**config.mk**
```make
export PLATFORM = sky130hd
export DESIGN_NAME = sliding_median_alert_top_flat
export DESIGN_NICKNAME = d
export VERILOG_FILES = /design/src/sv/smac_pkg.sv /design/src/sv/smac_in_if.sv /design/src/sv/smac_out_if.sv /design/src/sv/smac_cell.sv /design/src/sv/sliding_median_alert_top.sv /design/src/flat_wrapper.sv
export SDC_FILE = /design/constraint.sdc
export NUM_CORES = 2
export LEC_CHECK = 0
export BUFFER_PORTS_ARGS = -buffer_cell sky130_fd_sc_hd__buf_2
export CAP_MARGIN = 20
export CORE_ASPECT_RATIO = 1.25
export CORE_MARGIN = 8
export CORE_UTILIZATION = 45
export DETAILED_ROUTE_END_ITERATION = 10
export GPL_TIMING_DRIVEN = 0
export PLACE_DENSITY = 0.71
export SYNTH_ARGS = -nofsm -noshare
export SYNTH_HDL_FRONTEND = slang
export SYNTH_HIERARCHICAL = 1
export SYNTH_SLANG_ARGS = --single-unit
```
**constraint.sdc**
```tcl
create_clock -name clk -period 39.5 [get_ports clk]
set_clock_uncertainty 0.15 [all_clocks]
set_input_delay 7.9 -clock clk [delete_from_list [all_inputs] [get_ports clk]]
set_output_delay 7.9 -clock clk [all_outputs]
set_load 0.05 [all_outputs]
```
**src/sv/smac_pkg.sv**
```systemverilog
// ---------------------------------------------------------------------------
// smac_pkg: shared types and constants for the sliding median alert block
// Field widths of the sample and result requests, and the control word that
// the top level broadcasts to every cell of the sorted window chain.
// ---------------------------------------------------------------------------
`default_nettype none

package smac_pkg;

  localparam int SAMPLE_W = 8;
  localparam int TOTAL_W  = 16;
  localparam int CFG_W    = 6;

  localparam logic [TOTAL_W-1:0] TOTAL_MAX = {TOTAL_W{1'b1}};

  // Broadcast to all cells in the same cycle.
  typedef struct packed {
    logic                load;    // a sample request is taken this cycle
    logic                clear;   // drop every entry (reset or length write)
    logic                flush;   // new series: treat current entries as gone
    logic                del_en;  // window full: remove the oldest entry
    logic [SAMPLE_W-1:0] sample;
  } cell_ctrl_t;

endpackage

`default_nettype wire

```
**src/sv/smac_in_if.sv**
```systemverilog
// ---------------------------------------------------------------------------
// smac_in_if: sample request channel
// Valid/ready channel carrying one sample and the new-series flag.
// ---------------------------------------------------------------------------
`default_nettype none

interface smac_in_if;
  logic                          valid;
  logic                          ready;
  logic [smac_pkg::SAMPLE_W-1:0] sample;
  logic                          new_series;

  modport source (output valid, output sample, output new_series, input ready);
  modport sink   (input valid, input sample, input new_series, output ready);
endinterface

`default_nettype wire

```
**src/sv/smac_out_if.sv**
```systemverilog
// ---------------------------------------------------------------------------
// smac_out_if: alert result channel
// Valid/ready channel carrying the alert flag and the running alert total.
// ---------------------------------------------------------------------------
`default_nettype none

interface smac_out_if;
  logic                         valid;
  logic                         ready;
  logic                         alert;
  logic [smac_pkg::TOTAL_W-1:0] alert_total;

  modport source (output valid, output alert, output alert_total, input ready);
  modport sink   (input valid, input alert, input alert_total, output ready);
endinterface

`default_nettype wire

```
**src/sv/smac_cell.sv**
```systemverilog
// ---------------------------------------------------------------------------
// smac_cell: one entry of the sorted window chain
// Holds one sample and its ring slot tag. Each update first closes the gap
// left by the removed oldest entry, then opens a slot for the new sample;
// the cell takes its value from itself, its upper or lower neighbor, or the
// new sample.
// ---------------------------------------------------------------------------
`default_nettype none

module smac_cell #(
  parameter int TAG_W = 5
) (
  input  wire                           clk,
  input  wire  smac_pkg::cell_ctrl_t    ctrl,
  input  wire  [TAG_W-1:0]              old_tag,
  input  wire  [TAG_W-1:0]              new_tag,
  // raw contents of the cell above
  input  wire                           up_valid,
  input  wire  [smac_pkg::SAMPLE_W-1:0] up_value,
  input  wire  [TAG_W-1:0]              up_tag,
  // compacted contents of the cell below
  input  wire                           lo_valid,
  input  wire  [smac_pkg::SAMPLE_W-1:0] lo_value,
  input  wire  [TAG_W-1:0]              lo_tag,
  input  wire                           lo_gt,
  input  wire                           del_in,
  output logic                          valid,
  output logic [smac_pkg::SAMPLE_W-1:0] value,
  output logic [TAG_W-1:0]              tag,
  output logic                          a_valid,
  output logic [smac_pkg::SAMPLE_W-1:0] a_value,
  output logic [TAG_W-1:0]              a_tag,
  output logic                          a_gt,
  output logic                          del_out
);

  logic                          own_v;
  logic                          up_v;
  logic                          del_here;
  logic                          take_up;
  logic                          valid_next;
  logic [smac_pkg::SAMPLE_W-1:0] value_next;
  logic [TAG_W-1:0]              tag_next;

  always_comb begin
    own_v    = valid & ~ctrl.flush;
    up_v     = up_valid & ~ctrl.flush;
    del_here = ctrl.del_en & own_v & (tag == old_tag);
    take_up  = del_in | del_here;
    del_out  = take_up;

    a_valid  = take_up ? up_v     : own_v;
    a_value  = take_up ? up_value : value;
    a_tag    = take_up ? up_tag   : tag;
    // empty slots sort above every sample
    a_gt     = ~a_valid | (a_value > ctrl.sample);

    if (!a_gt) begin
      valid_next = a_valid;
      value_next = a_value;
      tag_next   = a_tag;
    end else if (!lo_gt) begin
      valid_next = 1'b1;
      value_next = ctrl.sample;
      tag_next   = new_tag;
    end else begin
      valid_next = lo_valid;
      value_next = lo_value;
      tag_next   = lo_tag;
    end
  end

  always_ff @(posedge clk) begin
    if (ctrl.clear) begin
      valid <= 1'b0;
    end else if (ctrl.load) begin
      valid <= valid_next;
    end
  end

  always_ff @(posedge clk) begin
    if (ctrl.load) begin
      value <= value_next;
      tag   <= tag_next;
    end
  end

endmodule

`default_nettype wire

```
**src/sv/sliding_median_alert_top.sv**
```systemverilog
// ---------------------------------------------------------------------------
// sliding_median_alert_top: sliding window median threshold detector
// Keeps the last window_length samples sorted in a chain of cells and flags
// every sample that reaches twice the window median once the window is full.
//
//   channel   dir  handshake        payload
//   in_ch     in   valid/ready      sample[7:0], new_series
//   out_ch    out  valid/ready      alert, alert_total[15:0]
//   wr_en     in   write enable     wr_data[5:0] -> window_length
//
// One sample request per cycle while in_ch.ready is high; the median lookup,
// compare and chain update all finish in the cycle the request is taken.
// The result register decouples the sides: in_ch.ready drops only while a
// result is held and out_ch.ready is low.
// Reset sets window_length to 1 and empties the window; writing the length
// also starts a new series. No result while the window fills.
// ---------------------------------------------------------------------------
`default_nettype none

module sliding_median_alert_top #(
  parameter int WINDOW_MAX = 32
) (
  input  wire                         clk,
  input  wire                         rst,
  input  wire                         wr_en,
  input  wire  [smac_pkg::CFG_W-1:0]  wr_data,
  smac_in_if.sink                     in_ch,
  smac_out_if.source                  out_ch
);

  localparam int LEN_W = $clog2(WINDOW_MAX + 1);
  localparam int TAG_W = (WINDOW_MAX > 1) ? $clog2(WINDOW_MAX) : 1;
  localparam int CMP_W = (LEN_W > smac_pkg::CFG_W) ? LEN_W : smac_pkg::CFG_W;

  logic [smac_pkg::CFG_W-1:0]   window_length;
  logic [LEN_W-1:0]             fill_level;
  logic [TAG_W-1:0]             oldest_ptr;
  logic [smac_pkg::TOTAL_W-1:0] alert_counter;
  logic                         res_valid;
  logic                         res_alert;
  logic [smac_pkg::TOTAL_W-1:0] res_total;

  logic [CMP_W-1:0]             cfg_ext;
  logic [LEN_W-1:0]             len;
  logic [LEN_W-1:0]             fill_eff;
  logic                         full;
  logic                         accept;
  logic [TAG_W-1:0]             lo_idx;
  logic [TAG_W-1:0]             hi_idx;
  logic [smac_pkg::SAMPLE_W:0]  twice_med;
  logic                         alert;
  logic [smac_pkg::TOTAL_W-1:0] counter_next;
  logic [TAG_W-1:0]             ptr_next;
  logic [TAG_W-1:0]             new_tag;
  smac_pkg::cell_ctrl_t         ctrl;

  logic                          c_valid [WINDOW_MAX];
  logic [smac_pkg::SAMPLE_W-1:0] c_value [WINDOW_MAX];
  logic [TAG_W-1:0]              c_tag   [WINDOW_MAX];
  logic                          a_valid [WINDOW_MAX];
  logic [smac_pkg::SAMPLE_W-1:0] a_value [WINDOW_MAX];
  logic [TAG_W-1:0]              a_tag   [WINDOW_MAX];
  logic                          a_gt    [WINDOW_MAX];
  logic                          del_c   [WINDOW_MAX];

  assign accept      = in_ch.valid & in_ch.ready;
  assign in_ch.ready = ~res_valid | out_ch.ready;

  always_comb begin
    cfg_ext = CMP_W'(window_length);
    if (cfg_ext == '0) begin
      len = LEN_W'(1);
    end else if (cfg_ext > CMP_W'(WINDOW_MAX)) begin
      len = LEN_W'(WINDOW_MAX);
    end else begin
      len = LEN_W'(cfg_ext);
    end

    fill_eff = in_ch.new_series ? '0 : fill_level;
    full     = (fill_eff == len);

    // ranks (len+1)/2 and len/2+1, one based
    lo_idx    = TAG_W'((len - LEN_W'(1)) >> 1);
    hi_idx    = TAG_W'(len >> 1);
    twice_med = {1'b0, c_value[lo_idx]} + {1'b0, c_value[hi_idx]};
    alert     = {1'b0, in_ch.sample} >= twice_med;

    counter_next = alert_counter;
    if (alert && alert_counter != smac_pkg::TOTAL_MAX) begin
      counter_next = alert_counter + smac_pkg::TOTAL_W'(1);
    end

    if (LEN_W'(oldest_ptr) + LEN_W'(1) == len) begin
      ptr_next = '0;
    end else begin
      ptr_next = oldest_ptr + TAG_W'(1);
    end

    new_tag = full ? oldest_ptr : TAG_W'(fill_eff);

    ctrl.load   = accept;
    ctrl.clear  = rst | wr_en;
    ctrl.flush  = in_ch.new_series;
    ctrl.del_en = full;
    ctrl.sample = in_ch.sample;
  end

  for (genvar i = 0; i < WINDOW_MAX; i++) begin : g_cell
    logic                          up_valid;
    logic [smac_pkg::SAMPLE_W-1:0] up_value;
    logic [TAG_W-1:0]              up_tag;
    logic                          lo_valid;
    logic [smac_pkg::SAMPLE_W-1:0] lo_value;
    logic [TAG_W-1:0]              lo_tag;
    logic                          lo_gt;
    logic                          del_in;

    if (i == WINDOW_MAX - 1) begin : g_top
      assign up_valid = 1'b0;
      assign up_value = '0;
      assign up_tag   = '0;
    end else begin : g_mid
      assign up_valid = c_valid[i+1];
      assign up_value = c_value[i+1];
      assign up_tag   = c_tag[i+1];
    end

    if (i == 0) begin : g_bottom
      assign lo_valid = 1'b0;
      assign lo_value = '0;
      assign lo_tag   = '0;
      assign lo_gt    = 1'b0;
      assign del_in   = 1'b0;
    end else begin : g_link
      assign lo_valid = a_valid[i-1];
      assign lo_value = a_value[i-1];
      assign lo_tag   = a_tag[i-1];
      assign lo_gt    = a_gt[i-1];
      assign del_in   = del_c[i-1];
    end

    smac_cell #(
      .TAG_W (TAG_W)
    ) u_cell (
      .clk      (clk),
      .ctrl     (ctrl),
      .old_tag  (oldest_ptr),
      .new_tag  (new_tag),
      .up_valid (up_valid),
      .up_value (up_value),
      .up_tag   (up_tag),
      .lo_valid (lo_valid),
      .lo_value (lo_value),
      .lo_tag   (lo_tag),
      .lo_gt    (lo_gt),
      .del_in   (del_in),
      .valid    (c_valid[i]),
      .value    (c_value[i]),
      .tag      (c_tag[i]),
      .a_valid  (a_valid[i]),
      .a_value  (a_value[i]),
      .a_tag    (a_tag[i]),
      .a_gt     (a_gt[i]),
      .del_out  (del_c[i])
    );
  end

  always_ff @(posedge clk) begin
    if (rst) begin
      window_length <= smac_pkg::CFG_W'(1);
      fill_level    <= '0;
      oldest_ptr    <= '0;
      alert_counter <= '0;
    end else if (wr_en) begin
      window_length <= wr_data;
      fill_level    <= '0;
      oldest_ptr    <= '0;
      alert_counter <= '0;
    end else if (accept) begin
      if (full) begin
        oldest_ptr    <= ptr_next;
        alert_counter <= counter_next;
        fill_level    <= fill_eff;
      end else begin
        oldest_ptr    <= '0;
        alert_counter <= in_ch.new_series ? '0 : alert_counter;
        fill_level    <= fill_eff + LEN_W'(1);
      end
    end
  end

  always_ff @(posedge clk) begin
    if (rst) begin
      res_valid <= 1'b0;
    end else if (accept && full && !wr_en) begin
      res_valid <= 1'b1;
    end else if (out_ch.ready) begin
      res_valid <= 1'b0;
    end
  end

  always_ff @(posedge clk) begin
    if (accept && full) begin
      res_alert <= alert;
      res_total <= counter_next;
    end
  end

  assign out_ch.valid       = res_valid;
  assign out_ch.alert       = res_alert;
  assign out_ch.alert_total = res_total;

endmodule

`default_nettype wire

```
**src/flat_wrapper.sv**
```systemverilog
// flat-port wrapper written by rule: the top's interface ports become plain ports
module sliding_median_alert_top_flat 
#(
  parameter int WINDOW_MAX = 32
)
  (clk, rst, wr_en, wr_data, in_ch_valid, in_ch_sample, in_ch_new_series, in_ch_ready, out_ch_valid, out_ch_alert, out_ch_alert_total, out_ch_ready);
  smac_in_if in_ch_i ();
  smac_out_if out_ch_i ();
  input  wire clk;
  input  wire rst;
  input  wire wr_en;
  input  wire  [smac_pkg::CFG_W-1:0] wr_data;
  input wire logic [$bits(in_ch_i.valid)-1:0] in_ch_valid;
  input wire logic [$bits(in_ch_i.sample)-1:0] in_ch_sample;
  input wire logic [$bits(in_ch_i.new_series)-1:0] in_ch_new_series;
  output wire logic [$bits(in_ch_i.ready)-1:0] in_ch_ready;
  output wire logic [$bits(out_ch_i.valid)-1:0] out_ch_valid;
  output wire logic [$bits(out_ch_i.alert)-1:0] out_ch_alert;
  output wire logic [$bits(out_ch_i.alert_total)-1:0] out_ch_alert_total;
  input wire logic [$bits(out_ch_i.ready)-1:0] out_ch_ready;
  assign in_ch_i.valid = in_ch_valid;
  assign in_ch_i.sample = in_ch_sample;
  assign in_ch_i.new_series = in_ch_new_series;
  assign in_ch_ready = in_ch_i.ready;
  assign out_ch_valid = out_ch_i.valid;
  assign out_ch_alert = out_ch_i.alert;
  assign out_ch_alert_total = out_ch_i.alert_total;
  assign out_ch_i.ready = out_ch_ready;
  sliding_median_alert_top #(.WINDOW_MAX(WINDOW_MAX)) u_core (.clk(clk), .rst(rst), .wr_en(wr_en), .wr_data(wr_data), .in_ch(in_ch_i), .out_ch(out_ch_i));
endmodule
```
## Yosys cells after proc, flatten, opt, wreduce, memory -nomap -nowiden

Cells that the tools add are included.

| cells by class | value |
|---|---|
| mux-type cells | 303 |
| reductions and logical operators | 11 |
| $lt $le $gt $ge | 36 |
| eq/ne operators | 35 |
| bitwise gates (word level) | 198 |
| add/sub/neg operators | 6 |

Operator list:

| operator | count |
|---|---|
| $mux 8 | 99 |
| $mux 5 | 98 |
| $gt 8x8->1 | 32 |
| $eq 5x5->1 | 32 |
| $and 1x1->1 | 97 |
| $mux 1 | 97 |
| $bmux 8 s5 | 2 |
| $or 1x1->1 | 65 |
| $mux 16 | 3 |
| $not 1->1 | 34 |
| $mux 6 | 4 |
| $add 16x1->16 const B | 1 |
| $ne 16x16->1 const B | 1 |
| $eq 6x6->1 | 2 |
| $ge 6x6->1 const B | 2 |
| $not 5->6 | 2 |
| $add 8x8->9 | 1 |
| $ge 8x9->1 | 1 |
| $add 5x1->6 const B | 1 |
| $add 6x1->6 const B | 1 |
| $gt 6x6->1 const B | 1 |
| $logic_not 6->1 | 1 |
| $reduce_bool 2->1 | 3 |
| $sub 6x1->6 const B | 1 |
| other kinds (5) | 8 |

| word-level totals | value |
|---|---|
| output and inout port bits | 19 |
| bits in registers | 499 |

## Longest topological paths before layout

| logic depth | value |
|---|---|
| word-level depth | 42 |
| mapped depth | 112 |
| mapped depth without buffers | 76 |

## Cells and area by module

The synthesis kept the hierarchy.

Modules (own cells, without submodules):

| module | cells an instance | instances | area an instance (um2) | sequential area each (um2) |
|---|---|---|---|---|
| smac_cell at u_core.g_cell[22].u_cell ... | 109 | 18 | 1,226.2 | 410.4 |
| smac_cell at u_core.g_cell[15].u_cell ... | 117 | 8 | 1,221.2 | 410.4 |
| smac_cell at u_core.g_cell[0].u_cell ... | 117 | 6 | 1,224.9 | 410.4 |
| sliding_median_alert_top | 587 | 1 | 5,567.8 | 1,191.1 |

## Worst setup path after synthesis

OpenSTA, ideal clock, no wires.

| path | value |
|---|---|
| path kind | input -> register |
| start | in in_ch_new_series |
| end | reg u_core.g_cell[31].u_cell.valid |
| library setup time | 0.127 ns |
| cell stages on the path | 110 |
| slack | 10.313 ns |
| buffers on the path | 35 |
| data required time | 39.223 ns |
| arrival | 28.909 ns |
| cells stage by stage | inv_1 nor2_1 o31a_1 nand3_4 buf_2 inv_1 a41oi_4 buf_2 inv_1 a41oi_4 buf_2 inv_1 a21oi_2 buf_6 inv_1 a21oi_2 buf_6 inv_1 [74 not listed] inv_1 a21oi_2 buf_6 inv_1 a21oi_2 buf_6 mux2_4 ha_1 and2_1 o21ai_0 nor4bb_1 o21a_2 buf_4 inv_1 buf_1 clkbuf_1 nand2_1 o31a_1 |

RTL lines:

| element | RTL line | text |
|---|---|---|
| start: declaration | flat_wrapper.sv:15 | `input wire logic [$bits(in_ch_i.new_series)-1:0] in_ch_new_series;` |
| end signal: assignment | smac_cell.sv:77 | `valid <= valid_next;` |
| end: declaration | smac_cell.sv:27 | `output logic valid,` |

==> metrics.md <==
| Metric | Value |
|---|---|
| Outcome | `finished, final reports clean` |
| Crit-path slowest cell | `clkbuf_1` |
| R2r setup slk | `roughly 13000 ps` |
| Initial antenna violation count | `1` |
| Hold endpoint | `u_core/alert_counter[5]` |
| Gate Count Post-Synth | `roughly 4200` |
| Fmax | `29.5 MHz` |
| CTS Hold Bufs | `0` |
| RSZ-0062 raised after global routing | `false` |
| Commonest non-fill, non-tap cell in the layout | `mux2_2` |
| CP Data Arrival Time | `34140 ps` |
| Largest net degree at the start of global routing | `approximately 120` |
| Share of total power in sequential cells | `39.3%` |
| Final setup violation count | `0` |
| R2r startpoint | `u_core/cfg_ext[4]` |
| Most used cell, CP | `inv_1` |
| Final slew viol count | `0` |
| Final hold viol count | `0` |
| Hold Path Class | `register to register` |
| Row count | `between 100 and 150` |
| Routed length per instance | `between 20 and 25 µm` |
| Max-Slew Margin vs Limit | `between 20 and 25%` |
| Combinational fraction of design power | `a little under a third` |
| Number of routed nets with antenna violations | `0` |
| Cells resized by post-CTS repair | `0` |
| Sum of negative setup slack | `0 ps` |
| Root buffer cell | `clkbuf_16` |
| Grt ovf | `0` |
| Worst Hold Depth | `2` |
| Setup crit start kind | `primary input` |
| Average size of a mapped cell | `between 10 and 15 µm²` |
| Worst-margin pin slew | `around 1200 ps` |
| Clock sinks | `approximately 500` |
| Final WL | `~130 mm` |
| Share of layout cells above drive strength 1 | `27.5%` |
| Hold Startpoint | `u_core/alert_counter[5]` |
| Die width | `between 200 and 300 µm` |
| CP Class | `primary input to register` |
| Worst skew pair latency | `640 ps` |
| Most frequent cells in the layout | `532 x mux2_2, 433 x edfxtp_1, 361 x mux2i_1, 326 x inv_1, 276 x ha_1` |
| Core area | `98800 µm²` |
| Area Overhead vs Synth | `9.42%` |
| Worst setup EP type | `register` |
| Multi-input gate area | `about 28000 µm²` |
| Layout fillers | `roughly 8900` |
| NumNets Final | `4620` |
| Fin area | `49000 µm²` |
| Worst path max stage delay | `~420 ps` |
| Data required time of the worst path | `roughly 40000 ps` |
| Worst Path Max Fanout | `50` |
| Non-filler cells, final | `~5700` |
| Total of max-cap violations | `0` |
| Leakage | `approximately 0.021 µW` |
| Syn. warnings | `6` |
| Pre-Repair DR Iteration Count | `8` |
| R2r endpoint | `u_core/g_cell[31].u_cell/value[3]` |
| Post-Place Worst Slack | `between 5000 and 6000 ps` |
| Wire length of the first global-routing pass | `~200 mm` |
| CTS max path bufs | `3` |
| Sw Ratio | `32.4%` |
| Number of remaining DRC errors | `0` |
| PwrDens | `~37 nW/µm²` |
| Port Buffers | `36` |
| Die area | `between 100000 and 150000 µm²` |
| Clock slew at reported path FFs | `60 ps` |
| TritonCTS clock tree | `done` |
| Via density | `approximately 6.0` |
| Total track usage | `a little under a quarter` |
| Post-route clock period utilization | `a little under nine tenths` |
| Via Count | `~34000` |
| Height of the die | `369 µm` |
| Hpwl dp | `97.5 mm` |
| Final WS setup | `5590 ps` |
| Initial core utilization | `a little under half` |
| Placed inst area | `approximately 47000 µm²` |
| CTS Buf Count | `55` |
| Worst-case reg-to-reg path depth | `111` |
| Post-Syn Area | `44700 µm²` |
| Iter 0 DRT Violations | `around 2700` |
| Boundary Pins | `39` |
| Worst vdd ir | `roughly 30 µV` |
| Clock power share | `about 30%` |
| Pint | `around 1200 µW` |
| P_sw | `just under 600 µW` |
| H-tree level count | `2` |
| Minimum clock period | `33910 ps` |
| Setup Buffers After CTS | `0` |
| Vias in the first global route | `roughly 36000` |
| Gpl congestion | `approximately 0.99` |
| Register area | `14300 µm²` |
| Placed cells | `~5600` |
==> flip-flops by register name (all words and copies together), names as in the netlist <==
name	cells
u_core/alert_counter	16
u_core/cfg_ext	6
u_core/fill_level	6
u_core/g_cell.u_cell/tag	160
u_core/g_cell.u_cell/valid	32
u_core/g_cell.u_cell/value	256
u_core/oldest_ptr	5
u_core/out_ch.alert	1
u_core/out_ch.alert_total	16
u_core/out_ch.valid	1
==> area by class of cell <==
| cell class | instances | area share [%] |
|---|---|---|
| multi-input cells | 3167 | 57.3 |
| flip-flops and latches | 499 | 29.3 |
| clock buffers | 84 | 3.39 |
| well taps | 1310 | 3.35 |
| inverters | 335 | 2.58 |
| plain buffers | 213 | 2.57 |
| repair buffers | 52 | 1.09 |
| clock inverters | 19 | 0.445 |
| diodes | 1 | 0.00511 |
==> routing by layer <==
metal,global-route usage [%],routed length (µm),up-vias
met5,0,0,-
met4,14.5,9650,0
met3,2.99,6550,466
met2,41.9,66300,1143
met1,25.3,50100,16588
li1,-,-,15905
==> how the worst max path moves through the flow <==
| stage | start | to | cells past startpoint |
|---|---|---|---|
| 6_report | in_ch_new_series | u_core/g_cell[31].u_cell/value[3] | 113 |
| 5_1_grt | in_ch_new_series | u_core/g_cell[31].u_cell/value[3] | 113 |
| 4_1_cts | in_ch_new_series | u_core/g_cell[31].u_cell/value[3] | 113 |
| 3_5_place_dp | in_ch_new_series | u_core/g_cell[31].u_cell/value[3] | 113 |
| 3_3_place_gp | in_ch_new_series | u_core/g_cell[31].u_cell/valid | 111 |
| 2_1_floorplan | in_ch_new_series | u_core/g_cell[31].u_cell/valid | 110 |
==> critical path: cells and delay by family <==
family                   cells  cell delay (ps)
buffers and inverters       71            14580
multiplexers                 2              620
AND/OR/NAND/NOR              4              530
AO/OA/AOI/OAI               35            10000
adder cells (fa/ha/maj)      1              300
==> power by group through the flow <==
stage	Combinational, µW	Clock, µW	Sequential [µW]
floorplan	421	0	696
global placement	530	0	735
detailed placement	542	0	722
CTS	545	557	711
global route	603	575	715
finish	551	549	712
==> through the flow <==
step                      utilization, %  power [µW]  hold slack, ps
final                               49.6        1810             357
after global routing                49.6        1890             365
after CTS                           49.6        1810             338
after detailed placement            47.7        1260             327
after global placement              47.3        1270             327
after floorplan                        -        1120             299
Power figures use the tool's default switching activity.
